File: src/rtl/cnb_ram.sv
// Generic single-port RAM with registered read.
`timescale 1ns / 1ps
module cnb_ram #(
	parameter int WIDTH = 16,
	parameter int DEPTH = 256
) (
	input  logic                     clk,
	input  logic                     we,
	input  logic [$clog2(DEPTH)-1:0] addr,
	input  logic [WIDTH-1:0]         wdata,
	output logic [WIDTH-1:0]         rdata
);
	logic [WIDTH-1:0] mem_q [DEPTH];

	always_ff @(posedge clk) begin
		if (we) begin
			mem_q[addr] <= wdata;
		end
		rdata <= mem_q[addr];
	end
endmodule

File: config.mk
export PLATFORM = sky130hd
export DESIGN_NAME = cnb_ram
export DESIGN_NICKNAME = d
export VERILOG_FILES = /design/src/rtl/cnb_ram.sv
export SDC_FILE = /design/constraint.sdc
export NUM_CORES = 2
export LEC_CHECK = 0
export BUFFER_PORTS_ARGS = -buffer_cell sky130_fd_sc_hd__buf_2
export CORE_ASPECT_RATIO = 0.8
export CORE_MARGIN = 4
export CORE_UTILIZATION = 58
export CTS_BUF_LIST = sky130_fd_sc_hd__clkbuf_8
export CTS_CLUSTER_SIZE = 12
export DETAILED_ROUTE_END_ITERATION = 7
export PLACE_DENSITY = 0.77
export SYNTH_ARGS = -nofsm -noshare
export SYNTH_HDL_FRONTEND = slang
export SYNTH_SLANG_ARGS = --single-unit
File: constraint.sdc
create_clock -name clk -period 3 [get_ports clk]
set_clock_uncertainty 0.15 [all_clocks]
set_input_delay 0.15 -clock clk [delete_from_list [all_inputs] [get_ports clk]]
set_output_delay 0.15 -clock clk [all_outputs]
set_load 0.01 [all_outputs]
==> impl_metrics.tcl <==
set metrics [dict create \
    layout-drive-gt1-share_pct 33.7 \
    leakage_nw 57.4 \
    fp.coreArea_um2 266000 \
    grt_overflow_total 0 \
    dp.cells 10848 \
    crit_type "register to register" \
    ant_nets 0 \
    violations "setup timing" \
    setup_viol_count_final 1 \
    place_congestion 0.894 \
    die_h_um 471 \
    grt_max_degree 112 \
    grt_util_met1_pct 43.0 \
    cts_setup_buffers 0 \
    ioPinCount 42 \
    syn-num-nets 6753 \
    synth_most_common_cell "edfxtp_1" \
    vias 81008 \
    period_minus_slack_ns 3.04 \
    slowest_stage "o41ai_2" \
    cap_violations 0 \
    ys.flop_type "edfxtp_1" \
    end_kind "register" \
    clk_pin_slew_ns 0.07 \
    synth_seq_cells 4112 \
    slew_viol_final 0 \
    setup_ws_ns -0.0357 \
    die_x_um 587 \
    worst-path-max-fanout 1 \
    synth_top_area_cell "edfxtp_1" \
    netlist_top_cells_count "edfxtp_1 (4096), mux4_2 (1024), a22oi_1 (512)" \
    drt_first_pass_iters 6 \
    wl_per_cell_um 34.4 \
    synth_async_sr_flop_share_pct 0 \
    clkSinkCount 4112 \
    hold-worst-slack_ns 0.0423 \
    worstPathCellList "mux4_2 > a22oi_1 > a21oi_1 > o41ai_2 > buf_4 > nand4_1" \
    use_met3_pct 9.18 \
    fillers 15213 \
    htree_levels 6 \
    cp_top_family "compound AO/OA/AOI/OAI gates" \
    synth_cells 6727 \
    cts_root_buf "clkbuf_8" \
    grt_usage_pct 29.7 \
    rows 169 \
    vdd_drop_max_uv 480 \
    fmax_mhz 329 \
    timing.final.crit_share_pct 101 \
    critPathBufInv 1 \
    synth_edf_count 4096 \
    grt_pass1_vias 81123 \
    cp.required_ns 3.80 \
    start_kind "register" \
    ys_warn_count 0 \
    fin_nets 8002 \
    seq_area_frac_synth_pct 79.4 \
    drt_wl_total_um 411000 \
    antenna_found_initial 13 \
    arrival_ns 3.83 \
    hold_viol_final 0 \
    finalNonFillerCells 11931 \
    vias_per_cell 6.79 \
    hold_path.class "input pin to register" \
    powerDensity_nw_per_um2 612 \
    dpl.hpwl_um 255000 \
    fin_tns_setup_ns -0.0357 \
    yosys-top-cells-area "edfxtp_1 (79%), mux4_2 (15%), a22oi_1 (2.5%), a21oi_1 (0.82%), clkbuf_1 (0.60%)" \
    cts_tree "done" \
    first_iter_violations 13899 \
    io_buffers 41 \
    clk_path_buf_depth 4 \
    busiest_layer "met1" \
    status "finished, violations left" \
    syn2layout_area_growth_pct 15.7 \
    grt_pass1_wl_um 589000 \
    die-area_um2 276000 \
    netlist-cell-type-count 22 \
    slowest_delay_ns 0.98 \
    syn-cell-area_um2 155000 \
    clk_latency_ns 1.07 \
    relSlewSlack_pct 25.3 \
    numCtsBuffers 592 \
    post-route-util_pct 67.6 \
    syn_avg_cell_area_um2 23.1 \
    yosys.area.top_type_share_pct 79.1 \
    globalRouteMet2Util_pct 43.0 \
    initial_core_util_pct 58.5 \
    drt_drc_violations_left 0 \
    worstMarginPinSlew_ns 1.12 \
    rsz0062_at_grt "false" \
]
-- routing by layer --
layer,wire (um),vias to the layer above
li1,-,31599
met2,186000,6735
met4,17900,10
met3,63500,870
met1,143000,41794
met5,176,-
-- power by group --
part           switching, W  internal [W]
clock                0.0207        0.0197
combinational       0.00386       0.00240
sequential         0.000116        0.0633
-- path summary, 6_finish.rpt --
check / start / to / slack (ns) / cells past startpoint
worst min-delay path: wdata[10] / mem_q[86][10] / 0.04 / 2
worst max-delay path: mem_q[59][3] / rdata[3] / -0.04 / 6
worst max register to register: mem_q[59][3] / rdata[3] / -0.04 / 6
worst min register to register: mem_q[104][14] / rdata[14] / 0.94 / 6
-- placed cells by master, fill, tap and decap left out, types with 30 or more instances in the layout --
cell,n
nor2_1,219
buf_12,213
mux4_2,1024
buf_4,786
o41ai_1,44
dlygate4sd3_1,36
edfxtp_1,4096
clkbuf_8,607
inv_1,219
a22oi_1,510
a21oi_1,255
nor3_2,30
clkinv_1,125
-- registers in the layout (all words and copies together) (netlist names) --
name   count
mem_q   4096
rdata     16
-- area by class of cell --
cell class,instances,area (um2),area share (%)
Timing Repair Buffer,1075,10900,6.06
Antenna cell,14,35.0,0.0195
Clock inverter,423,2120,1.18
Inverter,1,3.75,0.00209
Sequential cell,4112,123000,68.6
Clock buffer,607,8350,4.65
Tap cell,3505,4390,2.44
Multi-Input combinational cell,2194,30600,17.0
-- kinds of logic after synthesis --
group,share of synthesized area (%)
compound gates,3.66
buf+inv,1.24
flops,79.4
mux,14.8
simple gates,0.907
-- what timing repair did --
item | 4_1_cts | 5_1_grt
endpoints found under the setup margin | 8 | 1
endpoints found under the hold margin | 5047 | 0
hold buffers | 39 | 0
pin swaps | 0 | 2
resized for setup | 8 | 3
-- through the flow --
stage / power, W / setup WS (ns) / area (um2)
finish: 0.110 / -0.0357 / 180000
global route: 0.114 / 0.00860 / 180000
floorplan: 0.0673 / 0.00178 / 155000
global placement: 0.0706 / -1.14 / 169000
detailed placement: 0.0707 / -1.16 / 169000
CTS: 0.110 / 0.118 / 180000
No activity file was read; power rests on OpenSTA's default activity.
